## src/ati_pkg.sv

```systemverilog
// Package for the audio timestamp interpolator: field widths, action codes
// and the command and status records between the controller and the datapath.
// No dependencies.
`timescale 1ns / 1ps

package ati_pkg;

  localparam int TS_W      = 40;  // timestamp width in milliseconds
  localparam int SZ_W      = 24;  // packet size and byte delta width
  localparam int BC_W      = 32;  // running byte count width
  localparam int HELD_W    = 7;   // entries_held field width
  localparam int ACT_W     = 2;   // action code width

  // The divider retires this many quotient bits per cycle.
  localparam int DIV_STEPS  = 2;
  localparam int DIV_CYCLES = TS_W / DIV_STEPS;

  typedef logic [ACT_W-1:0] act_t;

  localparam act_t ACT_PUSH    = 2'd0;
  localparam act_t ACT_CONSUME = 2'd1;
  localparam act_t ACT_CLEAR   = 2'd2;
  localparam act_t ACT_SET     = 2'd3;

  typedef struct packed {
    logic do_push;   // append the request's entry, or flag it as dropped
    logic do_clear;  // empty the queue and zero count and time
    logic do_set;    // overwrite the current time
    logic do_add;    // add the byte delta to the running count
    logic rd_next;   // read the entry after the head instead of the head
    logic pop;       // retire the head entry that the count covers
    logic lat_head;  // capture the head entry read from the queue
    logic lat_next;  // capture the following timestamp read from the queue
    logic md_start;  // start the multiply and divide unit
    logic apply;     // write the interpolated time
    logic out_load;  // load the result register
  } ati_cmd_t;

  typedef struct packed {
    logic bytes_zero;  // byte count of the pending request is zero
    logic empty;       // queue holds no entry
    logic single;      // queue holds exactly one entry
    logic covered;     // running count covers the entry just read
    logic md_done;     // quotient is ready
    logic out_busy;    // result register holds a result that is not taken
  } ati_stat_t;

endpackage

```

## src/ati_ctrl.sv

```systemverilog
// Controller of the audio timestamp interpolator: accepts requests, walks
// the queue while the byte count covers the head and sequences interpolation.
// Depends on ati_pkg.
`timescale 1ns / 1ps

module ati_ctrl import ati_pkg::*; (
  input  logic      clk,
  input  logic      rst_n,
  input  logic      in_valid,
  input  act_t      in_action,
  output logic      in_ready,
  input  ati_stat_t stat,
  output ati_cmd_t  cmd
);

  localparam logic [2:0] S_IDLE   = 3'd0;
  localparam logic [2:0] S_LOOP   = 3'd1;
  localparam logic [2:0] S_HEAD   = 3'd2;
  localparam logic [2:0] S_NEXT   = 3'd3;
  localparam logic [2:0] S_MSTART = 3'd4;
  localparam logic [2:0] S_MWAIT  = 3'd5;
  localparam logic [2:0] S_FINISH = 3'd6;

  logic [2:0] state_r, state_nxt;

  assign in_ready = (state_r == S_IDLE);

  always_comb begin
    state_nxt = state_r;
    cmd       = '0;

    case (state_r)
      S_IDLE: begin
        if (in_valid) begin
          case (in_action)
            ACT_PUSH: begin
              cmd.do_push = 1'b1;
              state_nxt   = S_FINISH;
            end
            ACT_CONSUME: begin
              cmd.do_add = 1'b1;
              state_nxt  = stat.bytes_zero ? S_FINISH : S_LOOP;
            end
            ACT_CLEAR: begin
              cmd.do_clear = 1'b1;
              state_nxt    = S_FINISH;
            end
            ACT_SET: begin
              cmd.do_set = 1'b1;
              state_nxt  = S_FINISH;
            end
            default: begin
              state_nxt = S_IDLE;
            end
          endcase
        end
      end
      S_LOOP: begin
        // The head entry is read at this edge whenever the queue holds one.
        state_nxt = stat.empty ? S_FINISH : S_HEAD;
      end
      S_HEAD: begin
        if (stat.covered) begin
          cmd.pop   = 1'b1;
          state_nxt = S_LOOP;
        end else begin
          cmd.lat_head = 1'b1;
          if (stat.single) begin
            cmd.lat_next = 1'b1;
            state_nxt    = S_MSTART;
          end else begin
            cmd.rd_next = 1'b1;
            state_nxt   = S_NEXT;
          end
        end
      end
      S_NEXT: begin
        cmd.lat_next = 1'b1;
        state_nxt    = S_MSTART;
      end
      S_MSTART: begin
        cmd.md_start = 1'b1;
        state_nxt    = S_MWAIT;
      end
      S_MWAIT: begin
        if (stat.md_done) begin
          cmd.apply = 1'b1;
          state_nxt = S_FINISH;
        end
      end
      S_FINISH: begin
        if (!stat.out_busy) begin
          cmd.out_load = 1'b1;
          state_nxt    = S_IDLE;
        end
      end
      default: begin
        state_nxt = S_IDLE;
      end
    endcase
  end

  always_ff @(posedge clk) begin
    if (!rst_n) begin
      state_r <= S_IDLE;
    end else begin
      state_r <= state_nxt;
    end
  end

endmodule

```

## config.mk

```make
export PLATFORM = sky130hd
export DESIGN_NAME = ati_ctrl
export DESIGN_NICKNAME = d
export VERILOG_FILES = /design/src/ati_pkg.sv /design/src/ati_ctrl.sv
export SDC_FILE = /design/constraint.sdc
export NUM_CORES = 1
export LEC_CHECK = 0
export BUFFER_PORTS_ARGS = -buffer_cell sky130_fd_sc_hd__buf_2
export CAP_MARGIN = 25
export CORE_AREA = 2 2 39 41
export CTS_BUF_LIST = sky130_fd_sc_hd__clkbuf_8
export CTS_CLUSTER_SIZE = 10
export DETAILED_ROUTE_END_ITERATION = 8
export DIE_AREA = 0 0 41 43
export GPL_TIMING_DRIVEN = 0
export PLACE_DENSITY_LB_ADDON = 0.1
export SYNTH_ARGS = -nofsm -noshare
export SYNTH_HDL_FRONTEND = slang
export SYNTH_SLANG_ARGS = --single-unit
```

## constraint.sdc

```tcl
create_clock -name clk -period 1 [get_ports clk]
set_input_delay 0.15 -clock clk [delete_from_list [all_inputs] [get_ports clk]]
set_output_delay 0.15 -clock clk [all_outputs]
set_load 0.01 [all_outputs]
```

* After elaboration in Yosys (flattened, before gate mapping)
Cells that the tools add are included.
Cells by class: mux-type cells 27, shift operators 0, bitwise logic cells 0, div/mod/pow operators 0, multipliers 0, magnitude comparators 0, reductions and logical operators 4, add/subtract/negate cells 0, eq/ne operators 12
Operators with widths (count):
- 3-bit 2-to-1 mux | 8
- 3-bit one-hot mux with 7 select lines | 1
- 1-bit 2-to-1 mux | 13
- 3-bit == test, second input constant | 3
- 4-bit 2-to-1 mux | 2
- 3-bit by 2-bit == test with 1-bit output, second input constant | 2
- 2-bit != test, second input constant | 3
- 3-bit one-hot mux with 2 select lines | 1
- 2-bit == test, second input constant | 2
- 3-bit by 1-bit == test with 1-bit output, second input constant | 1
- 3-bit logical NOT | 1
- 3-bit AND reduction | 1
- 3-bit OR reduction | 1
- 2-bit by 1-bit == test with 1-bit output, second input constant | 1
- 2-bit logical NOT | 1
- 2-bit 2-to-1 mux | 1
- 1-bit one-hot mux with 2 select lines | 1
Storage, ports and cells: output and inout bits 12, bits of input ports 11, bits in read-only memories 0, memories kept 0, latch bits 0, register bits after elaboration 3, RAM bits 0

* Longest topological paths before layout
Gate-level depths: netlist of the first run.
word-level depth 5, mapped depth 5, gate-level depth less buffers 4

* Worst setup path before layout of the first run
OpenSTA, ideal clock, no wires.
path kind register to output, from register state_r[2], to output cmd[10] (netlist bit), data required time 0.850 ns, cell stages (with the launch flop) 4, data arrival time 1.024 ns, setup slack -0.174 ns, path buffers 0, cells stage by stage dfxtp_1 -> nor3_2 -> nand2_1 -> nor3_1
RTL lines:
- start: declaration | RTL line ati_ctrl.sv:24 | logic [2:0] state_r, state_nxt;
- start signal: assignment | RTL line ati_ctrl.sv:107 | state_r <= state_nxt;
- end: declaration | RTL line ati_ctrl.sv:13 | output ati_cmd_t cmd

==> results of run 1 <==
[cells in the final DEF (no fill, tap or decap), types with 2 or more instances in the layout]
cell type and n:
buf_6 3, buf_2 22, nand2_1 2, o21ai_0 2, nand2_2 2, nor2_4 2, nor3_2 4, nor2b_1 3
dfxtp_4 3, buf_4 6, inv_1 3, clkbuf_8 3, and3_1 2
[power groups by stage]
stage	Clock (mW)	Combinational (mW)	Sequential, mW
finish	0.346	1.18	0.296
global route	0.371	1.27	0.308
CTS	0.353	1.11	0.293
detailed placement	0	0.937	0.281
global placement	0	0.940	0.281
floorplan	0	0.698	0.264
[cells in the mapped netlist, drive strengths merged (2+ instances only)]
cell / number / share of area [%]
nand2: 4 / 4.3
dfxtp: 3 / 17
inv: 4 / 4.3
o21ai: 3 / 4.3
nor2b: 4 / 7.2
and3: 2 / 3.6
nor3: 6 / 10
nor2: 4 / 4.3
buf: 3 / 7.9
[cell type report]
class	count	share of cell area [%]
clock buffers	3	6.100
repair buffers	29	24.58
clock inverters	1	0.5545
plain buffers	2	3.327
inverters	4	2.588
multi-input cells	38	49.35
flip-flops and latches	3	10.54
well taps	16	2.957
[final timing paths]
path,from,depth (start not counted),end,slack (ps)
setup / recovery,state_r[1],4,cmd[9],-340
hold / removal,rst_n,2,state_r[0],220
setup reg to reg,state_r[0],4,state_r[1],-190
hold reg to reg,state_r[1],3,state_r[1],710
[through the flow]
stage               utilization, %  setup TNS [ps]  worst slack (ps)  std cells  hold WS [ps]
global placement             38.70           -1093            -164.8         86         444.3
global route                 48.92           -4327            -397.4         96         227.7
CTS                          47.56           -3676            -347.1         96         209.8
finish                       48.92           -3583            -338.6         96         217.2
detailed placement           38.70           -1035            -174.7         86         437.6
floorplan                        -          -441.5            -84.03         48         275.4
[cells by family (layout without fill, tap and decap cells)]
kind of cell | after synthesis | after routing | share of synthesized area [%]
DFF | 3 | 3 | 17.33
and+or+nand+nor | 26 | 26 | 44.76
buffers and inverters | 7 | 39 | 12.27
AOI/OAI and AO/OA | 12 | 12 | 25.63
[worst max-delay path: stages, from the launching register on]
cell and delay, ps:
dfxtp_4 340, nor3_4 260, nand2_2 110, nor3_2 110, buf_2 150
[per-layer routing]
layer	GRT usage, %	wire [um]
met1	17.63	461
met3	1.571	59
met4	8.000	24
met2	25.31	608
met5	0	0
[timing repair]
item,in CTS,in global routing
gates cloned,1,0
pin swaps,6,3
endpoints found under the setup margin,15,15
resized for setup,12,3
setup buffers,6,0
==> flow_summary_export.csv, run 1 <==
group,metric,value,unit
synth,synth_ff_type,"dfxtp_1",
clocking,ctsLongestPathBuffers,2,
final_layout,ff_latch_area,71.32,um2
setup_path,cp.arrival,1190,ps
die,num_io_pins,23,
placed_design,portBuffers,22,
timing,fin_skew,5.958,ps
drt,ant_nets,0,
synth,synth_area,346.6,um2
synth,synth_seq_area_share,17.33,%
die,chipWidth,41,um
synth,async_flop_share,0,%
drt,drt_first_iter_violations,1,
final_layout,finish.instance_area,676.9,um2
placed_design,placed_cell_area,535.5,um2
timing,maxSlewViolCount,0,
power,p_leak,0.3343,nW
drt,drt_first_pass_iters,2,
global_routing,grt_antenna_before_repair,0,
timing,finalHoldViolCount,0,
timing,setup_viol,15,
clocking,clock-sinks,3,
die,die_h,43,um
timing,slew_headroom,80.28,%
synth,synth_edf_count,0,
drt,via_per_inst,5.125,
global_routing,grt_max_degree,11,
setup_path,path_class,"flop to output port",
die,rows,14,
clocking,h-tree-depth,1,
timing,fmax,747.0,MHz
final_layout,antennaDiodeCount,0,
setup_path,worstSetupStartpointType,"flop",
clocking,clk_pin_slew,30,ps
clocking,clk_latency,220,ps
final_layout,drive_gt1_share,68.75,%
power,ir_drop,1131,uV
synth,yosysWarnings,0,
synth,synthCells,48,
setup_path,worst_setup_path_end_kind,"output port",
clocking,ctsHoldBuffers,0,
run,max_cap_viol_count,0,
synth,yosysUniqueCellTypes,27,
timing,fin_ws,-338.6,ps
final_layout,fin_nets,92,
power,sw_frac_of_total,43.36,%
power,finalPower,1.818,mW
timing,tightest_slew,294.5,ps
synth,synth_nets,59,
worst_hold_path,hold_path_class,"input pin to flop",
power,p_per_area,2686,nW/um2
final_layout,syn2layout_area_growth,95.31,%
drt,wl_per_cell,12.02,um
clocking,clock-root-buffer,"clkbuf_8",
placed_design,dp_hpwl,824.2,um
timing,finalCritPeriodShare,133.9,%
final_layout,largest_register_ffs,3,
final_layout,multi_input_area,334.1,um2
power,p_comb_share,64.7,%
global_routing,grt_use_total,15.15,%
power,seqPwrFrac,16.3,%
placed_design,gp_congestion,0.7487,
outcome,run_status,"finished, violations left",
global_routing,grt_pass1_wl,1821,um
final_layout,regMostFlops,"state_r",
clocking,cts_inserted_buffers,3,
power,clockPowerShare,19.0,%
setup_path,crit_fanout,4,
global_routing,overflow,0,
outcome,violations,"negative setup slack",
power,p_sw,0.7885,mW
power,intPower,1.030,mW
final_layout,fillers,152,
drt,vias,492,
die,initial_core_util,25.05,%
timing,rsz0062_at_grt,"true",
die,core_area,1384,um2
clocking,cts_tree,"built",
setup_path,critPathRequiredTime,850,ps
drt,wl,1154,um
die,dieArea,1763,um2
synth,syn-mean-instance-area,7.220,um2
drt,drc,0,
timing,period_needed,1339,ps
synth,synth-seq-cells,3,
global_routing,grt_pass1_vias,446,
final_layout,reg_top3,"state_r (3)",
No activity file was read; power rests on OpenSTA's default activity.
==> run 2, diff against run 1 <==
Clock period 1 ns to 1.3 ns, I/O delays scaled along.
==> run 2 against run 1 <==
Effect of this change:
- the flow still finishes with violations (negative setup slack)
- clock power down 26%
- sequential power is 25% lower
- cell count fell by 4.2%
- non-clock buffer count shrank 4
- clock skew down 5.8 ps
- flip-flop and latch count unchanged
- worst hold slack better by 42 ps
- core utilization is 5.0 points lower
- combinational power down 36%
- cell area shrank 10%
- via count fell by 5.3%
- register-to-register slack better by 290 ps
- largest power group unchanged
==> flow_summary_export.csv, run 2 (synthesized netlist as in run 1, its figures left out) <==
group,metric,value,unit
setup_path,cp-startpoint,"state_r[1]",
die,core_area,1384,um2
setup_path,path_class,"flop to output port",
final_layout,layout_commonest_cell,"buf_2",
drt,wl_met2,523,um
timing,period_needed,1329,ps
timing,tightest_slew,265.3,ps
clocking,ctsLongestPathBuffers,2,
setup_path,worstSetupStartpointType,"flop",
die,dieArea,1763,um2
timing,finalCritPeriodShare,102.2,%
drt,wl,1072,um
drt,wl_met1,443,um
power,p_leak,0.3009,nW
power,ir_drop,821.6,uV
placed_design,gp_congestion,0.7267,
drt,drt_first_iter_violations,4,
final_layout,regMostFlops,"state_r",
timing,setup_viol,5,
power,p_per_area,2035,nW/um2
worst_hold_path,hold_path_class,"input pin to flop",
clocking,cts_inserted_buffers,3,
worst_hold_path,hold_path_depth,2,
drt,drt_first_pass_iters,4,
global_routing,grt_pass1_vias,403,
timing,finalHoldViolCount,0,
drt,vias,466,
clocking,clock-root-buffer,"clkbuf_8",
worst_hold_path,hold_start,"rst_n",
placed_design,dp_hpwl,815.9,um
timing,rsz0062_at_grt,"true",
drt,via_per_inst,5.065,
final_layout,fin_nets,88,
die,chipWidth,41,um
run,max_cap_viol_count,0,
timing,setup_tns,-84.91,ps
timing,fin_skew,0.1617,ps
setup_path,reg2regPathDepth,4,
final_layout,largest_register_ffs,3,
final_layout,final_cell_mix,"buf_2 (22), nor2b_1 (4)",
clocking,cts_tree,"built",
drt,ant_nets,0,
clocking,clk_pin_slew,30,ps
setup_path,worst_setup_path_end_kind,"output port",
drt,drc,0,
global_routing,grt_antenna_before_repair,0,
clocking,ctsHoldBuffers,0,
setup_path,r2r_start,"state_r[0]",
outcome,violations,"negative setup slack",
final_layout,finish.instance_area,608.1,um2
global_routing,grt_use_total,14.04,%
drt,wl_per_cell,11.65,um
drt,wl_met3,96,um
global_routing,overflow,0,
timing,hold_ws,259.5,ps
placed_design,preCtsSetupSlack,95.92,ps
final_layout,antennaDiodeCount,0,
final_layout,fin_util,43.94,%
die,num_io_pins,23,
outcome,run_status,"finished, violations left",
global_routing,grt_max_degree,11,
global_routing,grt_pass1_wl,1690,um
final_layout,reg_top3,"state_r (3)",
worst_hold_path,whs_endpoint,"state_r[0]",
placed_design,dp.cells,86,
placed_design,placed_cell_area,476.7,um2
timing,fmax,752.7,MHz
final_layout,drive_gt1_share,59.21,%
die,rows,14,
timing,fin_ws,-28.60,ps
die,initial_core_util,25.05,%
clocking,h-tree-depth,1,
placed_design,portBuffers,22,
power,finalPower,1.238,mW
drt,dr.max_layer_used,"met4",
final_layout,finalNonFillerCells,92,
timing,slew_headroom,82.24,%
setup_path,crit_fanout,4,
setup_path,cp.arrival,1130,ps
clocking,clk_latency,210,ps
final_layout,syn2layout_area_growth,75.45,%
setup_path,rrSetupSlack,100,ps
final_layout,fillers,147,
clocking,clock-sinks,3,
die,die_h,43,um
setup_path,worstReg2RegEnd,"state_r[1]",
timing,maxSlewViolCount,0,
setup_path,critPathRequiredTime,1110,ps
[run 2: changes by cell type in the layout (fill, tap and decap cells not counted), moves of 2 or more]
cell    change
buf_4       -4
nor3_1      +2
nor2_4      -2
nor3_2      -2
[run 2: power by group]
group | internal [mW] | switching (mW) | total, mW
sequential | 0.151 | 0.0712 | 0.222
clock | 0.200 | 0.0562 | 0.257
combinational | 0.356 | 0.402 | 0.759
total | 0.708 | 0.530 | 1.24
[run 2: final cells by class]
cell class              instances  area [um2]  area share [%]
flip-flops and latches          3       68.82           11.32
clock inverters                 1       3.754          0.6173
plain buffers                   3       37.54           6.173
repair buffers                 24       125.1           20.58
inverters                       4       15.01           2.469
multi-input cells              38       296.5           48.77
clock buffers                   3       41.29           6.790
well taps                      16       20.02           3.292
[run 2: worst max path at each step]
stage	endpoint	slack, ps
2_1_floorplan	cmd[10]	80
3_3_place_gp	state_r[1]	70
3_5_place_dp	state_r[1]	100
4_1_cts	cmd[9]	-40
5_1_grt	cmd[10]	-140
6_report	cmd[9]	-30
[run 2: layer usage]
| layer | vias to the layer above | global-route usage, % |
|---|---|---|
| li1 | 235 | - |
| met1 | 207 | 18.91 |
| met2 | 22 | 19.69 |
| met3 | 2 | 4.712 |
| met4 | 0 | 6.000 |
| met5 | - | 0 |
[run 2: what timing repair did]
action                                  in CTS  in global routing
endpoints found under the setup margin      10                 10
pin swaps                                    5                  4
gates resized for setup                      9                  9
endpoints found under the hold margin        0                  0
setup buffers                                1                  1
[run 2: worst max-delay path: stages, from the launching register on]
cell	delay [ps]
dfxtp_2	330
nor3_4	240
nand2_2	100
nor3_2	100
buf_2	150
